`src/hdl/lsh_pkg.sv`:
```
// Shared types, constants and helper functions of the Laplacian sharpening core.
package lsh_pkg;

    localparam int MAX_WIDTH  = 2048;
    localparam int MAX_HEIGHT = 2048;

    localparam int PIX_W      = 8;
    localparam int CFG_W      = 12;
    localparam int CFG_ADDR_W = 1;
    localparam int COL_W      = $clog2(MAX_WIDTH);
    localparam int ROW_W      = $clog2(MAX_HEIGHT);

    localparam int FIFO_DEPTH = 4;

    localparam logic [CFG_ADDR_W-1:0] REG_WIDTH  = CFG_ADDR_W'(0);
    localparam logic [CFG_ADDR_W-1:0] REG_HEIGHT = CFG_ADDR_W'(1);

    localparam logic [CFG_W-1:0] WIDTH_RESET  = CFG_W'(640);
    localparam logic [CFG_W-1:0] HEIGHT_RESET = CFG_W'(480);

    // One line store entry: the pixel of row r-2 and the pixel of row r-1.
    typedef struct packed {
        logic [PIX_W-1:0] older;
        logic [PIX_W-1:0] newer;
    } t_entry;

    // Frame geometry as last column and last row indexes.
    typedef struct packed {
        logic [COL_W-1:0] last_col;
        logic [ROW_W-1:0] last_row;
    } t_dims;

    typedef struct packed {
        logic [PIX_W-1:0] pixel;
        logic             last;
    } t_result;

    // Results produced by one accepted pixel; slot 1 is only used together with slot 0.
    typedef struct packed {
        logic    v0;
        logic    v1;
        t_result r0;
        t_result r1;
    } t_push;

    // Clamps a size register to 3..hi and returns the index of the last element.
    function automatic int unsigned dim_last(logic [CFG_W-1:0] v, int unsigned hi);
        int unsigned val;
        val = int'(v);
        if (val < 3) begin
            return 2;
        end
        if (val > hi) begin
            return hi - 1;
        end
        return val - 1;
    endfunction

endpackage

```
`src/hdl/lsh_out_fifo.sv`:
```
// Small result queue that takes up to two results per cycle and delivers one.
module lsh_out_fifo import lsh_pkg::*; (
    input  logic             i_clk,
    input  logic             i_rst_n,
    input  t_push            i_push,
    output logic             o_room,
    output logic             o_valid,
    input  logic             i_ready,
    output logic [PIX_W-1:0] o_pixel,
    output logic             o_last
);

    localparam int PTR_W = $clog2(FIFO_DEPTH);
    localparam int CNT_W = $clog2(FIFO_DEPTH + 1);

    t_result          r_mem [FIFO_DEPTH];
    logic [PTR_W-1:0] r_wptr;
    logic [PTR_W-1:0] r_rptr;
    logic [CNT_W-1:0] r_count;
    logic [CNT_W-1:0] n_count;
    logic             w_pop;

    assign o_valid = (r_count != CNT_W'(0));
    assign w_pop   = o_valid && i_ready;
    // Room for the worst case of two results from the next pixel.
    assign o_room  = (r_count <= CNT_W'(FIFO_DEPTH - 2));
    assign o_pixel = r_mem[r_rptr].pixel;
    assign o_last  = r_mem[r_rptr].last;

    assign n_count = r_count + CNT_W'(i_push.v0) + CNT_W'(i_push.v1) - CNT_W'(w_pop);

    always_ff @(posedge i_clk) begin
        if (!i_rst_n) begin
            r_wptr  <= '0;
            r_rptr  <= '0;
            r_count <= '0;
        end else begin
            r_wptr  <= r_wptr + PTR_W'(i_push.v0) + PTR_W'(i_push.v1);
            r_rptr  <= r_rptr + PTR_W'(w_pop);
            r_count <= n_count;
        end
    end

    always_ff @(posedge i_clk) begin
        if (i_push.v0) begin
            r_mem[r_wptr] <= i_push.r0;
        end
        if (i_push.v1) begin
            r_mem[r_wptr + PTR_W'(i_push.v0)] <= i_push.r1;
        end
    end

endmodule

```
`config.mk`:
```
export PLATFORM = sky130hd
export DESIGN_NAME = lsh_out_fifo
export DESIGN_NICKNAME = d
export VERILOG_FILES = /design/src/hdl/lsh_pkg.sv /design/src/hdl/lsh_out_fifo.sv
export SDC_FILE = /design/constraint.sdc
export NUM_CORES = 1
export LEC_CHECK = 0
export CAP_MARGIN = 20
export CORE_ASPECT_RATIO = 0.8
export CORE_MARGIN = 5
export CORE_UTILIZATION = 40
export DETAILED_ROUTE_END_ITERATION = 10
export DONT_BUFFER_PORTS = 1
export GPL_TIMING_DRIVEN = 0
export PLACE_DENSITY = 0.53
export RECOVER_POWER = 25
export SETUP_SLACK_MARGIN = 0.2
export SYNTH_ARGS = -nofsm -noshare
export SYNTH_HDL_FRONTEND = slang
export SYNTH_SLANG_ARGS = --single-unit
```
`constraint.sdc`:
```
create_clock -name i_clk -period 5.9 [get_ports i_clk]
set_clock_uncertainty 0.1 [all_clocks]
set_input_delay 0.59 -clock i_clk [delete_from_list [all_inputs] [get_ports i_clk]]
set_output_delay 0.59 -clock i_clk [all_outputs]
set_load 0.01 [all_outputs]
```
==> results of run 1 <==
## layer usage
layer / GRT usage [%] / wire length, um / up-vias
met5: 0 / 0 / -
met4: 4.94 / 65 / 0
met3: 5.13 / 333 / 8
met2: 24.3 / 2250 / 30
met1: 14.7 / 1730 / 574
li1: - / - / 527
## layout make-up
type                    instances  area share [%]
plain buffers                   4            1.30
clock buffers                   6            3.02
clock inverters                 2            2.50
inverters                       6           0.938
multi-input cells              79            36.9
flip-flops and latches         43            50.9
well taps                      65            3.39
repair buffers                  4            1.09
## cell usage after synthesis
library cell / number
sky130_fd_sc_hd__edfxtp_1: 36
sky130_fd_sc_hd__mux2_2: 36
sky130_fd_sc_hd__mux4_2: 9
sky130_fd_sc_hd__and2_1: 8
sky130_fd_sc_hd__dfxtp_1: 7
sky130_fd_sc_hd__inv_1: 6
sky130_fd_sc_hd__ha_1: 5
sky130_fd_sc_hd__nand2_1: 3
sky130_fd_sc_hd__buf_6: 2
sky130_fd_sc_hd__fa_1: 2
sky130_fd_sc_hd__nand2b_1: 2
sky130_fd_sc_hd__nor2_2: 2
sky130_fd_sc_hd__o21bai_1: 2
sky130_fd_sc_hd__o22ai_1: 2
sky130_fd_sc_hd__xnor2_1: 2
sky130_fd_sc_hd__a21o_1: 1
sky130_fd_sc_hd__and3_1: 1
sky130_fd_sc_hd__and3b_1: 1
sky130_fd_sc_hd__buf_2: 1
sky130_fd_sc_hd__clkbuf_1: 1
sky130_fd_sc_hd__nor2_1: 1
sky130_fd_sc_hd__xnor2_2: 1
sky130_fd_sc_hd__xor2_1: 1
## logic make-up after synthesis
| group | count (synthesis) | share of synthesized area (%) |
|---|---|---|
| compound gates | 5 | 1.62 |
| xor+xnor | 4 | 1.96 |
| fa+ha+maj | 7 | 4.73 |
| buf+inv | 10 | 2.48 |
| flops | 43 | 56.3 |
| mux | 45 | 28.0 |
| simple gates | 18 | 4.85 |
## critical path: stages (launching register included)
cell	delay, ps
sky130_fd_sc_hd__dfxtp_1	340
sky130_fd_sc_hd__nor2_1	150
sky130_fd_sc_hd__nand2_1	140
sky130_fd_sc_hd__and2_0	220
sky130_fd_sc_hd__ha_1	280
sky130_fd_sc_hd__inv_1	40
sky130_fd_sc_hd__fa_1	390
sky130_fd_sc_hd__fa_1	420
sky130_fd_sc_hd__xnor2_1	130
sky130_fd_sc_hd__and2_1	150
## worst max-delay path by stage
stage / slack, ps / cells past startpoint / start / to
after floorplan: 3620 / 9 / r_count[0] / r_count[2]
after global placement: 3350 / 5 / i_push[19] / r_mem[0][6]
after detailed placement: 3320 / 5 / i_push[19] / r_mem[1][8]
after CTS: 3440 / 9 / r_count[0] / r_count[2]
after global routing: 3290 / 6 / r_wptr[0] / r_mem[1][8]
final: 3450 / 9 / r_count[0] / r_count[2]
## metrics by stage
step	power [mW]	setup WS (ps)	hold slack (ps)	utilization [%]
after CTS	0.996	3440	305	44.9
after global placement	0.709	3350	462	42.1
final	0.977	3450	321	44.9
after global routing	1.03	3290	296	44.9
after detailed placement	0.727	3320	475	42.4
after floorplan	0.655	3620	452	-
## power groups by stage
stage | clock network (mW) | registers, mW | logic (mW)
global route | 0.283 | 0.423 | 0.327
detailed placement | 0 | 0.426 | 0.301
global placement | 0 | 0.423 | 0.286
finish | 0.266 | 0.417 | 0.295
CTS | 0.274 | 0.419 | 0.303
floorplan | 0 | 0.419 | 0.235
## flip-flops by register name, indices dropped and copies added, names as in the netlist
signal   count
r_wptr       2
r_rptr       2
r_count      3
r_mem       36
==> metrics.log, run 1 <==
INFO  metric critical_path.startpoint_type = register
INFO  metric final.period_utilization = 41.4%
INFO  metric leakage_power = slightly above 0.8 nW
INFO  metric syn_nets = 162
INFO  metric comb_power_share = about 30%
INFO  metric critical_path.max_fanout = 2
INFO  metric grtUsageTotal = between 10% and 20%
INFO  metric reg2reg_from = r_count[0]
INFO  metric die_x = 92.3 um
INFO  metric vias = between 1k and 1.5k
INFO  metric status = finished clean
INFO  metric slew_violations = 0
INFO  metric finalCriticalPeriod = around 2400 ps
INFO  metric synth.yosys.warnings = 0
INFO  metric port-buffer-count = 0
INFO  metric overflow = 0
INFO  metric cell_at_the_root_of_the_clock_tree = sky130_fd_sc_hd__clkbuf_8
INFO  metric power_per_cell_area = 407 mW/mm^2
INFO  metric worst-slew-pin-transition = a little over 700 ps
INFO  metric worst_skew_pair.late_latency = 280 ps
INFO  metric multiInputGateArea = 886 um^2
INFO  metric synth_top_area_cell = sky130_fd_sc_hd__edfxtp_1
INFO  metric synth_largest_type_area_fraction = between 40% and 50%
INFO  metric floorplan.initialDensity = 40.6%
INFO  metric worstSetupEndpointType = register
INFO  metric drtAntennaViolNets = 0
INFO  metric crit_required = between 5000 and 6000 ps
INFO  metric dp.cells = approximately 200
INFO  metric timing.hold.worst_path_depth = 1
INFO  metric most-common-layout-cells = sky130_fd_sc_hd__mux2_2, sky130_fd_sc_hd__edfxtp_1, sky130_fd_sc_hd__mux4_2, sky130_fd_sc_hd__and2_1, sky130_fd_sc_hd__dfxtp_1
INFO  metric worstHoldEndpoint = r_wptr[0]
INFO  metric hold_path.class = in2reg
INFO  metric area.sequential = ~0.0012 mm^2
INFO  metric r2r_setup_slack = approximately 3500 ps
INFO  metric drt-initial-drc-count = 50
INFO  metric count_of_h_tree_levels_built_during_cts = 2
INFO  metric ys_seq_area_share = 56.3%
INFO  metric clock_edge_transition_at_the_registers_on_the_reported_setup_and_hold_paths = around 80 ps
INFO  metric seq_power_share = between 40% and 50%
INFO  metric fp.dieArea = about 0.0070 mm^2
INFO  metric switching_share = 27.6%
INFO  metric postCtsSetupRepairBufs = 0
INFO  metric drt_wl_total = around 4.4 mm
INFO  metric maximum_number_of_pins_on_one_net_before_global_route_repair = 14
INFO  metric finalWeightedCongestion = 0.676
INFO  metric antenna-diode-count = 0
INFO  metric postSynthRegisterBits = 43
INFO  metric rsz0062_at_grt = false
INFO  metric drc = 0
INFO  metric r2r.worst_path.cells = 9
INFO  metric clockBufferDepth = 2
INFO  metric postLayoutCellArea = ~0.0024 mm^2
INFO  metric post_synth_main_area_contributors = sky130_fd_sc_hd__edfxtp_1, sky130_fd_sc_hd__mux2_2, sky130_fd_sc_hd__mux4_2
INFO  metric worstSetupPathType = reg2reg
INFO  metric setup_violators_final = 0
INFO  metric hold_viol_final = 0
INFO  metric routedWlPerCell = approximately 21 um
INFO  metric setup_tns = 0 ps
INFO  metric syn_area = between 0.002 and 0.0025 mm^2
INFO  metric detail_route.first_pass.iterations = 4
INFO  metric power.net_switching = approximately 0.27 mW
INFO  metric layout-area-overhead-vs-synth = 10.7%
INFO  metric netlist-cell-type-count = 23
INFO  metric intPower = a little over 0.7 mW
INFO  metric count_of_nets_after_finishing = roughly 170
INFO  metric tritoncts_sink_count = between 40 and 50
INFO  metric clock_power_share = 27.2%
INFO  metric row_count = 24
INFO  metric cts_repair_resize_count = 0
INFO  metric post_route_cells_drive_above_1_share = 41.0%
INFO  metric tritoncts = yes
INFO  metric first_pass_grt_wire_length = between 6 and 7 mm
INFO  metric num-fill-cells = 471
INFO  metric postPlaceCellArea = approximately 0.0023 mm^2
INFO  metric timing.max_cap.violations = 0
INFO  metric dpl.hpwl = just under 3 mm
INFO  metric grt_antenna_before_repair = 0
INFO  metric die_h = ~76 um
INFO  metric worst_r2r_endpoint = r_count[2]
INFO  metric floorplan.io_pins = 34
INFO  metric cts_hold_buf = 0
INFO  metric stdcell_count = ~210
INFO  metric postSynthAreaPerCell = about 16 um^2
INFO  metric cts-buffers-inserted = 5
INFO  metric max_fclk = slightly above 0.4 GHz
INFO  metric grt_pass1_vias = 1231
INFO  metric worst_case_vdd_ir_drop = roughly 0.16 mV
INFO  metric cp_data_arrival_time = roughly 2500 ps
INFO  metric avgViaCountPerCell = roughly 5.4
INFO  metric core_area = about 0.0053 mm^2
INFO  metric netlist_instances = ~130
INFO  metric slew_hr = a little over half
INFO  metric hold_path.startpoint = i_rst_n
Power figures use the tool's default switching activity.
==> run 2, diff against run 1 <==
--- a/config.mk
+++ b/config.mk
@@ -12,7 +12,7 @@
 export DETAILED_ROUTE_END_ITERATION = 10
 export DONT_BUFFER_PORTS = 1
 export GPL_TIMING_DRIVEN = 0
-export PLACE_DENSITY = 0.53
+export PLACE_DENSITY = 0.55
 export RECOVER_POWER = 25
 export SETUP_SLACK_MARGIN = 0.2
 export SYNTH_ARGS = -nofsm -noshare
==> constraint.sdc (replaced) <==
create_clock -name i_clk -period 2 [get_ports i_clk]
set_clock_uncertainty 0.1 [all_clocks]
set_input_delay 0.2 -clock i_clk [delete_from_list [all_inputs] [get_ports i_clk]]
set_output_delay 0.2 -clock i_clk [all_outputs]
set_load 0.01 [all_outputs]
==> run 2 against run 1 <==
Net effect:
- the flow now finishes with violations (setup timing)
- sequential cell count unchanged
- first-iteration DRC count decreased by 28%
- final area increased by 7.2%
- sequential power increased to 3.0 times the previous value
- critical path type unchanged
- combinational power increased to 3.5 times the previous value
- register-to-register slack got worse by 3600 ps
- highest routed layer unchanged
- count of clock-buffer cells in the layout unchanged
- wire length decreased by 1.9%
==> metrics.log, run 2 (synthesis results as in run 1) <==
INFO  metric worst-slew-pin-transition = 417 ps (-301 ps)
INFO  metric grt_pass1_vias = 1170 (-5.0%)
INFO  metric grtUsageTotal = 13.0% (-0.40 points)
INFO  metric stdcell_count = 214 (+2.4%)
INFO  metric status = complete, but fails checks
INFO  metric die_x = 92.3 um (unchanged)
INFO  metric worstSetupEndpointType = register
INFO  metric cp_data_arrival_time = 2240 ps (-290 ps)
INFO  metric timing.critical_path.cells = nor2_4, nand2_2, and2_4, ha_4, inv_2, fa_2, fa_2, xnor2_1, and2_1
INFO  metric postPlaceCellArea = 0.00228 mm^2 (+0.72%)
INFO  metric path_delay_family = adder cells
INFO  metric max_flop_register = r_mem
INFO  metric floorplan.io_pins = 34 (unchanged)
INFO  metric hold_viol_final = 0 (unchanged)
INFO  metric maximum_number_of_pins_on_one_net_before_global_route_repair = 13 (-1)
INFO  metric first_pass_grt_wire_length = 6.55 mm (-1.4%)
INFO  metric clock_edge_transition_at_the_registers_on_the_reported_setup_and_hold_paths = 80 ps (about the same)
INFO  metric layout-area-overhead-vs-synth = 18.7%
INFO  metric slew_hr = 72.2% (+20 points)
INFO  metric slowest_stage = sky130_fd_sc_hd__dfxtp_2
INFO  metric max_fclk = 0.465 GHz (+14%)
INFO  metric rsz0062_at_grt = true
INFO  metric finalPower = 2.82 mW (+190%)
INFO  metric crit_required = 2090 ps (-3900 ps)
INFO  metric timing.max_cap.violations = 0 (unchanged)
INFO  metric count_of_nets_after_finishing = 178 (+2.9%)
INFO  metric hold_ws = 25.4 ps (-295 ps)
INFO  metric final.period_utilization = 108% (+66 points)
INFO  metric finalCriticalPeriod = 2150 ps (-295 ps)
INFO  metric vias = 1128 (-0.97%)
INFO  metric grt_antenna_before_repair = 0 (unchanged)
INFO  metric cell_at_the_root_of_the_clock_tree = sky130_fd_sc_hd__clkbuf_8
INFO  metric worstSetupPathType = reg2reg
INFO  metric place_ws = -211 ps (-3530 ps)
INFO  metric cp_common_cell = sky130_fd_sc_hd__fa_2
INFO  metric finalWeightedCongestion = 0.677 (+0.21%)
INFO  metric clockBufferDepth = 2 (unchanged)
INFO  metric post_route_cells_drive_above_1_share = 56.4% (+15 points)
INFO  metric multiInputGateArea = 0.00102 mm^2 (+16%)
INFO  metric row_count = 24 (unchanged)
INFO  metric final_critical_path_setup_slack = -150 ps (-3600 ps)
INFO  metric routedWlPerCell = 20.0 um (-4.2%)
INFO  metric power_per_cell_area = 1100 mW/mm^2 (+170%)
INFO  metric worst_case_vdd_ir_drop = 0.547 mV (+240%)
INFO  metric port-buffer-count = 0 (unchanged)
INFO  metric fp.dieArea = 0.00700 mm^2 (unchanged)
INFO  metric count_of_h_tree_levels_built_during_cts = 2 (unchanged)
INFO  metric dpl.hpwl = 2.85 mm (-3.4%)
INFO  metric largest_register_ffs = 36 (unchanged)
INFO  metric leakage_power = 0.870 nW (+5.9%)
INFO  metric tritoncts = yes
INFO  metric most-common-layout-cells = sky130_fd_sc_hd__edfxtp_1, sky130_fd_sc_hd__mux2_2, sky130_fd_sc_hd__mux4_2, sky130_fd_sc_hd__and2_1, sky130_fd_sc_hd__clkbuf_8
INFO  metric overflow = 0 (unchanged)
INFO  metric critical_path.max_fanout = 2 (unchanged)
INFO  metric setup_tns = -300 ps (-300 ps)
INFO  metric drtAntennaViolNets = 0 (unchanged)
INFO  metric worst-path-buf-inv = 1 (unchanged)
INFO  metric slew_violations = 0 (unchanged)
INFO  metric mostFrequentLayoutCell = sky130_fd_sc_hd__edfxtp_1
INFO  metric failing_checks = setup timing
INFO  metric drt-initial-drc-count = 36 (-28%)
INFO  metric drc = 0 (unchanged)
INFO  metric final_core_utilization = 48.2% (+3.2 points)
INFO  metric setup_violators_final = 2 (+2)
INFO  metric detail_route.first_pass.iterations = 4 (unchanged)
INFO  metric core_area = 0.00535 mm^2 (unchanged)
INFO  metric critical_path.startpoint_type = register
INFO  metric dp.cells = 197 (-1.0%)
INFO  metric area.sequential = 0.00123 mm^2 (+0.41%)
INFO  metric die_h = 75.9 um (unchanged)
INFO  metric antenna-diode-count = 0 (unchanged)
INFO  metric cpPeakStageDelay = 350 ps (-70 ps)
INFO  metric num-fill-cells = 473 (+0.42%)
INFO  metric cts-buffers-inserted = 5 (unchanged)
INFO  metric postLayoutCellArea = 0.00257 mm^2 (+7.2%)
INFO  metric worst_skew_pair.late_latency = 290 ps (about the same)
INFO  metric hold_path.class = in2reg
INFO  metric drt_wl_total = 4.29 mm (-1.9%)
INFO  metric tritoncts_sink_count = 43 (unchanged)
INFO  metric floorplan.initialDensity = 40.6% (unchanged)
INFO  metric reg.largest.list = r_mem (36), r_count (3)
INFO  metric avgViaCountPerCell = 5.27 (-3.3%)
==> run 2: cell types whose count changed in the layout (fill, tap and decap cells not counted), moves of 3 or more <==
cell / before / now
sky130_fd_sc_hd__nor2_4: 0 / 3
sky130_fd_sc_hd__clkbuf_1: 4 / 1
sky130_fd_sc_hd__dfxtp_2: 0 / 4
sky130_fd_sc_hd__buf_4: 1 / 4
sky130_fd_sc_hd__dfxtp_1: 7 / 3
==> run 2: timing repair <==
item,in CTS,in global routing
pin swaps,4,4
hold buffers,2,0
endpoints found under the setup margin,84,67
resized for setup,17,5
buffers inserted,5,2
endpoints found under the hold margin,7,0
==> run 2: path summary, 6_finish.rpt <==
kind	from	to	slack, ps	depth (start not counted)
setup reg to reg	r_count[2]	r_count[2]	-150	9
hold reg to reg	r_rptr[0]	r_rptr[0]	520	2
setup / recovery	r_count[2]	r_count[2]	-150	9
hold / removal	i_push[11]	r_mem[3][2]	30	1
==> run 2: power by group <==
group | total, mW | internal [mW] | switching, mW
Sequential | 1.26 | 1.18 | 0.0766
Clock | 0.514 | 0.238 | 0.276
Combinational | 1.04 | 0.541 | 0.502
Total | 2.82 | 1.96 | 0.855
==> run 2: routing by layer <==
| metal | global-route usage, % | part of all wire (%) |
|---|---|---|
| met5 | 0 | 0 |
| met4 | 4.45 | 0.63 |
| met3 | 4.84 | 6.5 |
| met2 | 22.2 | 51 |
| met1 | 15.5 | 41 |
==> run 2: cell type report <==
type	instances	share of cell area [%]
Tap cell	65	3.16
Clock inverter	2	0.292
Inverter	6	0.875
Clock buffer	6	2.82
Timing Repair Buffer	9	3.94
Multi-Input combinational cell	79	39.8
Sequential cell	43	47.6
Buffer	4	1.51
==> run 2: worst register-to-register path: cells and delay by family (launching register included) <==
| family | cells | cell delay, ps |
|---|---|---|
| DFF | 1 | 350 |
| and+or+nand+nor | 4 | 510 |
| adders and majority gates | 3 | 950 |
| buffers and inverters | 1 | 30 |
| xor gates and xnor gates | 1 | 120 |
